**config.mk**
```make
export PLATFORM = sky130hd
export DESIGN_NAME = bis_fifo
export DESIGN_NICKNAME = d
export VERILOG_FILES = /design/src/bis_fifo.sv
export SDC_FILE = /design/constraint.sdc
export NUM_CORES = 1
export LEC_CHECK = 0
export BUFFER_PORTS_ARGS = -buffer_cell sky130_fd_sc_hd__buf_2
export CORE_ASPECT_RATIO = 1.4
export CORE_MARGIN = 2
export CORE_UTILIZATION = 26
export DETAILED_ROUTE_END_ITERATION = 16
export PLACE_DENSITY = 0.47
export SLEW_MARGIN = 15
export SYNTH_ARGS = -nofsm -noshare
export SYNTH_HDL_FRONTEND = slang
export SYNTH_SLANG_ARGS = --single-unit
```
**constraint.sdc**
```tcl
create_clock -name clock -period 2.8 [get_ports clock]
set_input_delay 0.14 -clock clock [delete_from_list [all_inputs] [get_ports clock]]
set_output_delay 0.14 -clock clock [all_outputs]
set_load 0.02 [all_outputs]
```
**src/bis_fifo.sv**
```systemverilog
// ----------------------------------------------------------------------------
// bis_fifo
// Small synchronous queue of any item type, valid/ready on both sides.
// ----------------------------------------------------------------------------
module bis_fifo #(
   parameter int  DEPTH = 4,
   parameter type item_type = logic
) (
   input  logic     clock,
   input  logic     reset,
   input  logic     push_valid,
   output logic     push_ready,
   input  item_type push_data,
   output logic     pop_valid,
   input  logic     pop_ready,
   output item_type pop_data
);

   localparam int PW = $clog2(DEPTH);
   localparam int CW = $clog2(DEPTH + 1);

   item_type        slots_ff [DEPTH];
   logic [PW-1:0]   wr_ptr_ff;
   logic [PW-1:0]   rd_ptr_ff;
   logic [CW-1:0]   count_ff;
   logic            do_push;
   logic            do_pop;

   assign push_ready = (count_ff != CW'(DEPTH));
   assign pop_valid  = (count_ff != '0);
   assign pop_data   = slots_ff[rd_ptr_ff];
   assign do_push    = push_valid && push_ready;
   assign do_pop     = pop_valid && pop_ready;

   always_ff @(posedge clock) begin
      if (do_push) begin
         slots_ff[wr_ptr_ff] <= push_data;
      end
   end

   always_ff @(posedge clock) begin
      if (reset) begin
         wr_ptr_ff <= '0;
         rd_ptr_ff <= '0;
         count_ff  <= '0;
      end else begin
         if (do_push) begin
            wr_ptr_ff <= (wr_ptr_ff == PW'(DEPTH - 1)) ? '0 : wr_ptr_ff + 1'b1;
         end
         if (do_pop) begin
            rd_ptr_ff <= (rd_ptr_ff == PW'(DEPTH - 1)) ? '0 : rd_ptr_ff + 1'b1;
         end
         if (do_push && !do_pop) begin
            count_ff <= count_ff + 1'b1;
         end else if (do_pop && !do_push) begin
            count_ff <= count_ff - 1'b1;
         end
      end
   end

endmodule

```
# ---- Word-level counts from Yosys, hierarchy flattened
# Memories as Yosys holds them, arrays and structs flattened. A register that Yosys moved wholly into a read port is not among the register bits.
# Cells that the tools add are included.
dict set report word_totals {
  reg_bits 7
  mem_bits_rw 4
  input_bits 5
  out_inout_bits 3
  elab_cells 27
  n_memories 1
}
# memory depth width read_ports rd_ports_with_merged_regs write_ports line
set memory_table {}
lappend memory_table {slots_ff 4 1 1 1 1 22} ;# item_type slots_ff [DEPTH];
dict set report op_classes {
  add_sub_neg 4
  n_eq_ne 3
  mux 8
  reduce_logical 8
}
# op count
set op_table {}
lappend op_table {{two-way mux 2 bit} 4}
lappend op_table {{two-way mux 3 bit} 2}
lappend op_table {{adder 2 x 1 -> 2 bit, second input constant} 2}
lappend op_table {{== test 2 bit, second input constant} 2}
lappend op_table {{logical AND 1 bit} 4}
lappend op_table {{adder 3 x 1 -> 3 bit, second input constant} 1}
lappend op_table {{inequality test 3 bit, second input constant} 1}
lappend op_table {{nonzero test 3 bit} 1}
lappend op_table {{subtractor 3 x 1 -> 3 bit, second input constant} 1}
lappend op_table {{zero test 1 bit} 2}
lappend op_table {{two-way mux 1 bit} 2}
lappend op_table {{nonzero test 2 bit} 1}

# ---- Depth between registers and ports, before layout
# Gate-level depths: netlist of the first run.
dict set report logic_depth {
  depth_word 6
  depth_mapped 9
  mapped_depth_nobuf 8
}

# ---- Worst setup path before layout of the first run
# Ideal clock, no wire load.
dict set report synth_path {
  path_type {reg-to-reg}
  from {register count_ff[0]}
  to {register count_ff[2]}
  setup_ns 0.070
  arrival_ns 2.149
  t_required_ns 2.730
  slack_ns 0.581
  path_stages_with_launch 10
  path_buffers 1
  synth_period_minus_slack_ns 2.219
  cell_sequence {dfxtp_1 > or3b_1 > clkbuf_2 > and2_4 > ha_1 > inv_1 > fa_1 > xor2_1 > or3_2 > a21oi_1}
}
dict set report synth_via {
  elab_chain_len 5
  elab_cells_between_ends 13
  classes_between {add/sub (2); eq/ne (1); mux (2); reduce/logical (8)}
}
# item line
set synth_rtl {}
lappend synth_rtl {{start, declared} 25} ;# logic [CW-1:0] count_ff;
lappend synth_rtl {{start signal, assigned} 54} ;# count_ff <= count_ff + 1'b1;
lappend synth_rtl {{start signal, assigned} 56} ;# count_ff <= count_ff - 1'b1;
lappend synth_rtl {{inequality test 3 bit *} 29} ;# assign push_ready = (count_ff != CW'(DEPTH));
lappend synth_rtl {{net push_ready} 12} ;# output logic push_ready,
lappend synth_rtl {{logical AND 1 bit *} 32} ;# assign do_push = push_valid && push_ready;
lappend synth_rtl {{net do_push} 26} ;# logic do_push;
lappend synth_rtl {{zero test 1 bit} 55} ;# end else if (do_pop && !do_push) begin
lappend synth_rtl {{logical AND 1 bit} 55}
lappend synth_rtl {{nonzero test 2 bit (no line)} -}
# Mark *: on every way through the listed nets, which the timed path passes. The rest lies on a longest branch. The select of a mux whose other input is x is not followed.
# A chain may end at the register's enable or synchronous reset.

# ---- Final worst setup path of the first run
dict set report layout_path {
  from {register count_ff[1]}
  to {register count_ff[2]}
}
dict set report layout_via {
  elab_chain_len 5
  elab_cells_between_ends 13
  classes_between {add/sub (2); eq/ne (1); mux (2); reduce/logical (8)}
}
# item
set layout_rtl {}
lappend layout_rtl {{parallel branches: the longest is 5 deep, another holds subtractor 3 x 1 -> 3 bit}}
# Parallel ways; which one is timed is not known. The select of a mux whose other input is x is not followed.

==> run summary, run 1 <==
## Outcome
- completed — status

## Setup path
- 2540 ps — worst endpoint data arrival time
- register — Setup crit end kind
- 7 — path depth of the worst reg2reg path
- 5 — biggest fanout along the worst timing path
- 470 ps — Reg2Reg Setup Slack
- register — nature of the critical path startpoint
- reg -> reg — critical path start-end classification
- 3010 ps — required time of the critical path

## Route
- 393 — count of vias placed by the detailed router
- 11.5 um — average routed wire per standard cell
- 4.62 — vias per std cell
- 976 um — overall routed net length
- 0 — total DRC errors in the routed layout
- 0 — antenna viol nets, final
- 1 — DRT Pass-1 Iters
- 0 — detailed router's first-iteration violation count

## Power
- 675 uW — Total Power
- 0.310 nW — leakage component of the power
- 0.425 mV — Peak VDD IR
- 953 mW/mm^2 — PwrDens

## Synth
- sky130_fd_sc_hd__dfxtp_1, sky130_fd_sc_hd__ha_1, sky130_fd_sc_hd__and3_2, sky130_fd_sc_hd__edfxtp_1 — ranking of synthesized cells by instance count
- 0.0559 — compound-cell area share of the yosys netlist
- 0 — proportion of register bits with asynchronous set or reset after synthesis
- 0 — Warnings, synthesis
- 0.0279 — xor/xnor share of the synthesized area
- 24 — post-synth cell types
- sky130_fd_sc_hd__dfxtp_1 — Post-synth top flop
- 0.170 — area share of and/or/nand/nor cells after synthesis
- 0.0838 — multiplexer share of the synthesized area
- 0.479 — post-synthesis sequential area ratio
- 65 — Synth Net Count
- sky130_fd_sc_hd__dfxtp_1 — library cell occupying the most area in the post-synthesis netlist
- 53 — Gate Count Post-Synth
- sky130_fd_sc_hd__dfxtp_1, sky130_fd_sc_hd__edfxtp_1, sky130_fd_sc_hd__ha_1 — top area cells in the synthesized netlist
- 13 — synthesis-stage register bit count
- 4 — Post-synth EDFFs
- 0.152 — post-synthesis adder-cell area fraction
- sky130_fd_sc_hd__dfxtp_1 — dominant cell by count in the synthesized netlist
- 0.287 — Synth top area share
- 627 sq um — Syn Std Cell Area
- simple AND/OR/NAND/NOR gates — main combinational cell family by area after synthesis
- 11.8 sq um — mean post-synth cell area

## Timing
- 0.832 — post-route fraction of the period consumed by the critical path
- no — unrepaired setup endpoints after global routing
- 0.429 GHz — maximum achievable frequency
- 2330 ps — post-layout min period
- 0 — final setup violating endpoints
- 0 — final number of max-transition violations
- 6.88 ps — Max Clock Skew
- 90.6 ps — minimum hold slack
- 521 ps — pin slew with the least headroom to its limit
- 470 ps — final setup margin
- 0 ps — total negative slack
- 0 — hold violation count in the final report
- 0.650 — worst slew margin relative to its limit

## Floorplanning
- 0.00234 sq mm — area of the core
- 0.00283 sq mm — area enclosed by the die boundary
- 8 — number of placed I/O pins
- 45.5 um — Die Span X
- 62.1 um — Die Span Y
- 0.268 — starting density of the core
- 21 — # rows

## Place
- 7 — # port buffers
- 0.713 — RePlAce Congestion
- 682 sq um — area of placed instances
- 760 um — HPWL after detailed placement
- 493 ps — dpl ws
- 81 — post-placement cell count

## Job
- 0 — max capacitance violation total

## Cells and area
- 75 — net count reported at finish
- 0.303 — post-layout utilization of the core
- 307 sq um — area occupied by multi-input gates
- 708 sq um — cell area after layout
- 241 — Fillers
- 0.306 — proportion of layout cells with a drive suffix above 1
- 13.0% — Layout Area Growth over Synthesis
- 300 sq um — area taken by flip-flops and latches
- 0 — antenna diode count
- 85 — Final Non-Filler Cells

## GRT
- 0 — overflow left after global routing
- 427 — number of global-route vias before repair
- 10 — maximum number of pins on one net before global-route repair
- 1.71 mm — global-route wire length before repair
- 0.0873 — GRT Util Overall
- 0 — number of antenna violations at the first check in global routing

## Worst hold path
- in -> reg — Hold Path Class
- 1 — hold path cells

## Clock network
- yes — TritonCTS clock tree
- 270 ps — worst-skew pair later-pin latency
- 0 — cts-stage hold buffer count
- 13 — CTS Sinks
- 1 — count of H-tree levels built during CTS
- 3 — CTS buffer count
- 90 ps — clock-pin slew of the registers on the worst-case setup and hold paths
- 0 — setup fix buffers added after clock tree synthesis
- 2 — maximum clock path buffer count
- sky130_fd_sc_hd__clkbuf_4 — buffer type at the clock tree root
- 0 — number of gates resized after cts

layer usage:
metal	share of wire	GRT usage
met1	0.43	0.0922
met5	0	0
met3	0.045	0.0289
met4	0.010	0.0630
met2	0.51	0.143
cell usage in the layout, fill, tap and decap left out, drive strengths merged:
cell and n:
inv 3, and3 4, nor2 3, a21oi 2
xor2 2, o31ai 2, edfxtp 4, or3 3
mux4 1, fa 1, nand3 1, mux2i 3
nand2 1, o21ai 1, dfxtp 9, ha 6
buf 7, nor3 1, and2 1, or3b 1
nand2b 2, clkbuf 4
logic make-up after synthesis:
family,after synthesis
compound gates,5
xor+xnor,2
fa+ha+maj,7
buf+inv,5
flops,13
mux,4
simple gates,17
path summary, 6_finish.rpt:
| check | start | to |
|---|---|---|
| max | count_ff[1] | count_ff[2] |
| min | push_data | slots_ff[1] |
| min reg2reg | rd_ptr_ff[0] | register |
| max reg2reg | count_ff[1] | count_ff[2] |
power breakdown:
group / leakage, nW / switching, mW / internal, mW
Clock: 0.0150 / 0.0620 / 0.0551
Combinational: 0.185 / 0.143 / 0.132
Sequential: 0.111 / 0.0410 / 0.242
Total: 0.310 / 0.246 / 0.429
worst max-delay path, cell delays in order, from the launching register on:
cell and delay (ps):
sky130_fd_sc_hd__dfxtp_1 360, sky130_fd_sc_hd__o31ai_1 490, sky130_fd_sc_hd__ha_1 290, sky130_fd_sc_hd__inv_1 60, sky130_fd_sc_hd__fa_1 370, sky130_fd_sc_hd__xor2_1 150, sky130_fd_sc_hd__or3_2 400, sky130_fd_sc_hd__a21oi_1 140
area by class of cell:
class,instances,area share
inverters,3,0.0159
clock buffers,4,0.0371
flip-flops and latches,13,0.424
multi-input cells,35,0.433
repair buffers,7,0.0495
well taps,23,0.0406
No activity file was read; power rests on OpenSTA's default activity.
==> inputs of run 2 (changes only) <==
Clock period 2.8 ns to 2.2 ns, I/O delays scaled along.
==> run 2 against run 1 <==
Effect of this change: hold slack lost 32 ps; final cell count grew 2.4%; utilization grew 1.6 points; global-route usage grew 0.84 points; worst setup slack lost 380 ps; via count grew 2.8%; critical path type unchanged; largest cell class unchanged; highest routed layer unchanged.
==> run summary, run 2 (synthesis gave the netlist of run 1 again) <==
## Floorplanning
- 0.00234 sq mm — area of the core, unchanged
- 0.00283 sq mm — area enclosed by the die boundary, unchanged
- 0.268 — starting density of the core, unchanged
- 62.1 um — Die Span Y, unchanged
- 8 — number of placed I/O pins, unchanged
- 45.5 um — Die Span X, unchanged
- 21 — # rows, unchanged

## Route
- 5 — detailed router's first-iteration violation count, +5
- 0 — total DRC errors in the routed layout, unchanged
- 4.64 — vias per std cell, +0.44%
- 3 — DRT Pass-1 Iters, +2
- 0 — antenna viol nets, final, unchanged
- 11.7 um — average routed wire per standard cell, +2.3%
- 404 — count of vias placed by the detailed router, +2.8%
- 1.02 mm — overall routed net length, +4.7%

## Setup path
- register — Setup crit end kind
- sky130_fd_sc_hd__or3_2 — Max stage delay cell, worst path
- or3b_4 > and2_4 > ha_2 > inv_1 > fa_1 > xor2_1 > or3_2 > a21oi_2 — CP Cell Sequence
- 2320 ps — worst endpoint data arrival time, -220 ps
- 1 — number of buffers and inverters on the critical path, unchanged
- register — nature of the critical path startpoint
- reg -> reg — critical path start-end classification
- simple AND/OR/NAND/NOR gates — cell type group with the largest total delay on the critical path
- 2410 ps — required time of the critical path, -600 ps
- 5 — biggest fanout along the worst timing path, unchanged
- 420 ps — largest stage delay on the critical path, -70 ps

## GRT
- 0 — number of antenna violations at the first check in global routing, unchanged
- 10 — maximum number of pins on one net before global-route repair, unchanged
- 446 — number of global-route vias before repair, +4.4%
- 0 — overflow left after global routing, unchanged
- 1.88 mm — global-route wire length before repair, +10%
- 0.0957 — GRT Util Overall, +0.00843

## Clock network
- 70 ps — clock-pin slew of the registers on the worst-case setup and hold paths, -20 ps
- 1 — count of H-tree levels built during CTS, unchanged
- 13 — CTS Sinks, unchanged
- 0 — cts-stage hold buffer count, unchanged
- 2 — maximum clock path buffer count, unchanged
- 0 — number of gates resized after cts, unchanged
- 3 — CTS buffer count, unchanged
- sky130_fd_sc_hd__clkbuf_4 — buffer type at the clock tree root
- yes — TritonCTS clock tree
- 0 — setup fix buffers added after clock tree synthesis, unchanged
- 270 ps — worst-skew pair later-pin latency, about the same

## Job
- 0 — max capacitance violation total, unchanged

## Timing
- 87.4 ps — final setup margin, -383 ps
- 0.960 — post-route fraction of the period consumed by the critical path, +0.128
- 0.957 ps — Max Clock Skew, -5.92 ps
- 0 — final number of max-transition violations, unchanged
- 258 ps — pin slew with the least headroom to its limit, -263 ps
- 0 — final setup violating endpoints, unchanged
- 2110 ps — post-layout min period, -217 ps
- 0.827 — worst slew margin relative to its limit, +0.177
- 0 — hold violation count in the final report, unchanged
- 0.473 GHz — maximum achievable frequency, +10%

## Cells and area
- 77 — net count reported at finish, +2.7%
- 243 — Fillers, +0.83%
- 0 — antenna diode count, unchanged
- sky130_fd_sc_hd__buf_2, sky130_fd_sc_hd__dfxtp_1, sky130_fd_sc_hd__ha_1, sky130_fd_sc_hd__and3_2, sky130_fd_sc_hd__edfxtp_1 — most frequent cells in the layout
- 0.438 — proportion of layout cells with a drive suffix above 1, +0.131
- 87 — Final Non-Filler Cells, +2.4%
- sky130_fd_sc_hd__buf_2 — most frequent standard cell in the layout excluding fill and tap cells
- 746 sq um — cell area after layout, +5.3%
- 19.0% — Layout Area Growth over Synthesis

## Power
- 1230 mW/mm^2 — PwrDens, +29%
- 0.625 mV — Peak VDD IR, +47%
- 917 uW — Total Power, +36%
- 0.321 nW — leakage component of the power, +3.4%

## Worst hold path
- in -> reg — Hold Path Class

## Place
- 697 sq um — area of placed instances, +2.2%
- 83 — post-placement cell count, +2.5%
- 782 um — HPWL after detailed placement, +3.0%
- 71.2 ps — dpl ws, -422 ps
- 0.632 — RePlAce Congestion, -11%
- 7 — # port buffers, unchanged

## Outcome
- completed — status

[run 2: layout make-up]
class | instances | area [sq um] | area share
Inverter | 3 | 11.3 | 0.0151
Timing Repair Buffer | 9 | 50.0 | 0.0671
Sequential cell | 13 | 309 | 0.414
Tap cell | 23 | 28.8 | 0.0386
Clock buffer | 4 | 26.3 | 0.0352
Multi-Input combinational cell | 35 | 320 | 0.430
[run 2: report_power, final]
part	switching [mW]	total, mW	leakage (nW)	internal (mW)
sequential	0.0581	0.379	0.112	0.321
clock	0.0719	0.142	0.0150	0.0701
combinational	0.193	0.396	0.194	0.203
[run 2: worst paths after layout]
| kind | from | depth (start not counted) | endpoint | slack, ps |
|---|---|---|---|---|
| max | count_ff[2] | 8 | count_ff[2] | 90 |
| min reg2reg | rd_ptr_ff[0] | 2 | rd_ptr_ff[0] | 510 |
| max reg2reg | count_ff[2] | 8 | count_ff[2] | 90 |
| min | push_data | 1 | slots_ff[2] | 60 |
[run 2: through the flow]
step	hold slack, ps	util	setup TNS (ps)
finish	58.2	0.319	0
global route	42.3	0.319	-30.2
CTS	46.7	0.309	0
detailed placement	338	0.298	0
global placement	335	0.298	0
floorplan	209	-	0
[run 2: per-layer routing]
metal	GRT usage	up-vias	share of wire
li1	-	207	-
met3	0.0405	2	0.055
met2	0.163	8	0.52
met1	0.0980	187	0.41
met4	0.0504	0	0.0088
met5	0	-	0
==> inputs of run 3 (changes only) <==
Settings changed: CORE_MARGIN 2 to 4.
==> run 3 against run 2 <==
Effect of this change: worst setup slack better by 2.8 ps; first-iteration DRC count down 60%; design area fell by 1.2%; clock skew about the same; combinational power fell by 3%; flip-flop and latch count is the same; fmax increased by 0.13%; clock power about the same; hold slack about the same; largest cell class unchanged.
==> run summary, run 3 (synthesis gave the netlist of run 1 again) <==
## Worst hold path
- 1 — hold path cells, unchanged
- in -> reg — Hold Path Class
- push_data — startpoint of the worst hold path

## GRT
- 0.0737 — GRT Util Overall, -0.0220
- 0.0316 — global routing met3 resource utilization, -0.00886
- 0.0721 — grt met1 use, -0.0259
- 10 — maximum number of pins on one net before global-route repair, unchanged
- 0 — overflow left after global routing, unchanged
- 413 — number of global-route vias before repair, -7.4%
- met2 — highest-utilization routing layer at the global route stage
- 0 — number of antenna violations at the first check in global routing, unchanged
- 1.77 mm — global-route wire length before repair, -6.2%
- 0.124 — met2 track demand over resource, -0.0388

## Clock network
- 0 — setup fix buffers added after clock tree synthesis, unchanged
- 2 — maximum clock path buffer count, unchanged
- 80 ps — clock-pin slew of the registers on the worst-case setup and hold paths, about the same
- 270 ps — worst-skew pair later-pin latency, about the same
- 0 — number of gates resized after cts, unchanged
- 1 — count of H-tree levels built during CTS, unchanged
- sky130_fd_sc_hd__clkbuf_4 — buffer type at the clock tree root
- 13 — CTS Sinks, unchanged
- 0 — cts-stage hold buffer count, unchanged
- yes — TritonCTS clock tree
- 3 — CTS buffer count, unchanged

## Floorplanning
- 66.1 um — Die Span Y, +6.4%
- 0.00223 sq mm — area of the core, -4.8%
- 20 — # rows, -4.8%
- 49.5 um — Die Span X, +8.8%
- 8 — number of placed I/O pins, unchanged
- 0.00327 sq mm — area enclosed by the die boundary, +16%
- 0.281 — starting density of the core, +0.0134

## Timing
- 218 ps — pin slew with the least headroom to its limit, -39.8 ps
- 0 ps — total negative slack, unchanged
- 0.959 — post-route fraction of the period consumed by the critical path, -0.00128
- 2110 ps — post-layout min period, -2.82 ps
- 0.474 GHz — maximum achievable frequency, +0.13%
- 0 — final number of max-transition violations, unchanged
- 0 — final setup violating endpoints, unchanged
- 0.854 — worst slew margin relative to its limit, +0.0267
- 0.540 ps — Max Clock Skew, -0.416 ps
- 0 — hold violation count in the final report, unchanged
- no — unrepaired setup endpoints after global routing

## Setup path
- count_ff[0] — Worst Setup SP
- 2400 ps — required time of the critical path, about the same
- 2310 ps — worst endpoint data arrival time, about the same
- count_ff[0] — Reg2Reg Launch Point
- register — nature of the critical path startpoint
- register — Setup crit end kind
- 8 — path depth of the worst reg2reg path, unchanged
- 4 — biggest fanout along the worst timing path, -1
- reg -> reg — critical path start-end classification

## Cells and area
- 303 sq um — area taken by flip-flops and latches, -2.0%
- 0 — antenna diode count, unchanged
- 312 sq um — area occupied by multi-input gates, -2.7%
- 0.385 — proportion of layout cells with a drive suffix above 1, -0.0529
- 78 — net count reported at finish, +1.3%
- 17.6% — Layout Area Growth over Synthesis
- sky130_fd_sc_hd__dfxtp_1, sky130_fd_sc_hd__buf_2, sky130_fd_sc_hd__ha_1, sky130_fd_sc_hd__and3_2, sky130_fd_sc_hd__edfxtp_1 — most frequent cells in the layout
- 231 — Fillers, -4.9%

## Power
- 898 uW — Total Power, -2.0%
- 0.370 mV — Peak VDD IR, -41%
- 1220 mW/mm^2 — PwrDens, -0.83%
- 0.324 nW — leakage component of the power, +1.1%

## Route
- 947 um — overall routed net length, -7.3%
- 2 — DRT Pass-1 Iters, -1
- 0 — antenna viol nets, final, unchanged
- 386 — count of vias placed by the detailed router, -4.5%
- 2 — detailed router's first-iteration violation count, -3
- 4.44 — vias per std cell, -4.5%
- 0 — total DRC errors in the routed layout, unchanged
- 10.9 um — average routed wire per standard cell, -7.3%

## Outcome
- completed — status

## Place
- 756 um — HPWL after detailed placement, -3.3%
- 0.632 — RePlAce Congestion, about the same
- 7 — # port buffers, unchanged

## Job
- 0 — max capacitance violation total, unchanged

## run 3: area by class of cell
class	count	share of cell area
clock buffers	4	0.0357
well taps	22	0.0374
inverters	3	0.0153
multi-input cells	35	0.423
flip-flops and latches	13	0.411
repair buffers	10	0.0781
## run 3: worst max-delay path, cell delays in order, from the launching register on
cell and delay, ps:
sky130_fd_sc_hd__dfxtp_1 420, sky130_fd_sc_hd__or3b_1 160, sky130_fd_sc_hd__and2_4 160, sky130_fd_sc_hd__ha_1 180, sky130_fd_sc_hd__inv_1 60, sky130_fd_sc_hd__fa_1 370, sky130_fd_sc_hd__xor2_1 160, sky130_fd_sc_hd__or3_2 400
sky130_fd_sc_hd__a21oi_1 140
## run 3: final timing paths
| kind | endpoint | slack, ps |
|---|---|---|
| hold reg to reg | rd_ptr_ff[0] | 500 |
| setup reg to reg | count_ff[2] | 90 |
| hold / removal | slots_ff[3] | 60 |
| setup / recovery | count_ff[2] | 90 |
## run 3: layer usage
| layer | up-vias | wire, um |
|---|---|---|
| met1 | 171 | 398 |
| met5 | - | 0 |
| met2 | 4 | 484 |
| met3 | 2 | 45 |
| li1 | 209 | - |
| met4 | 0 | 19 |
## run 3: through the flow
stage                     hold slack [ps]  instance area (sq um)   util  std cells  setup WS (ps)
after floorplan                       209                    629      -         53           18.1
after CTS                            49.3                    729  0.328         87           76.2
after global placement                340                    703  0.316         83            124
after detailed placement              339                    703  0.316         83           92.5
final                                58.1                    737  0.331         87           90.2
after global routing                 49.3                    737  0.331         87           7.36
## run 3: report_power, final
part,switching [mW],total [mW],internal [mW]
clock network,0.0752,0.145,0.0701
logic,0.186,0.386,0.200
registers,0.0551,0.367,0.312
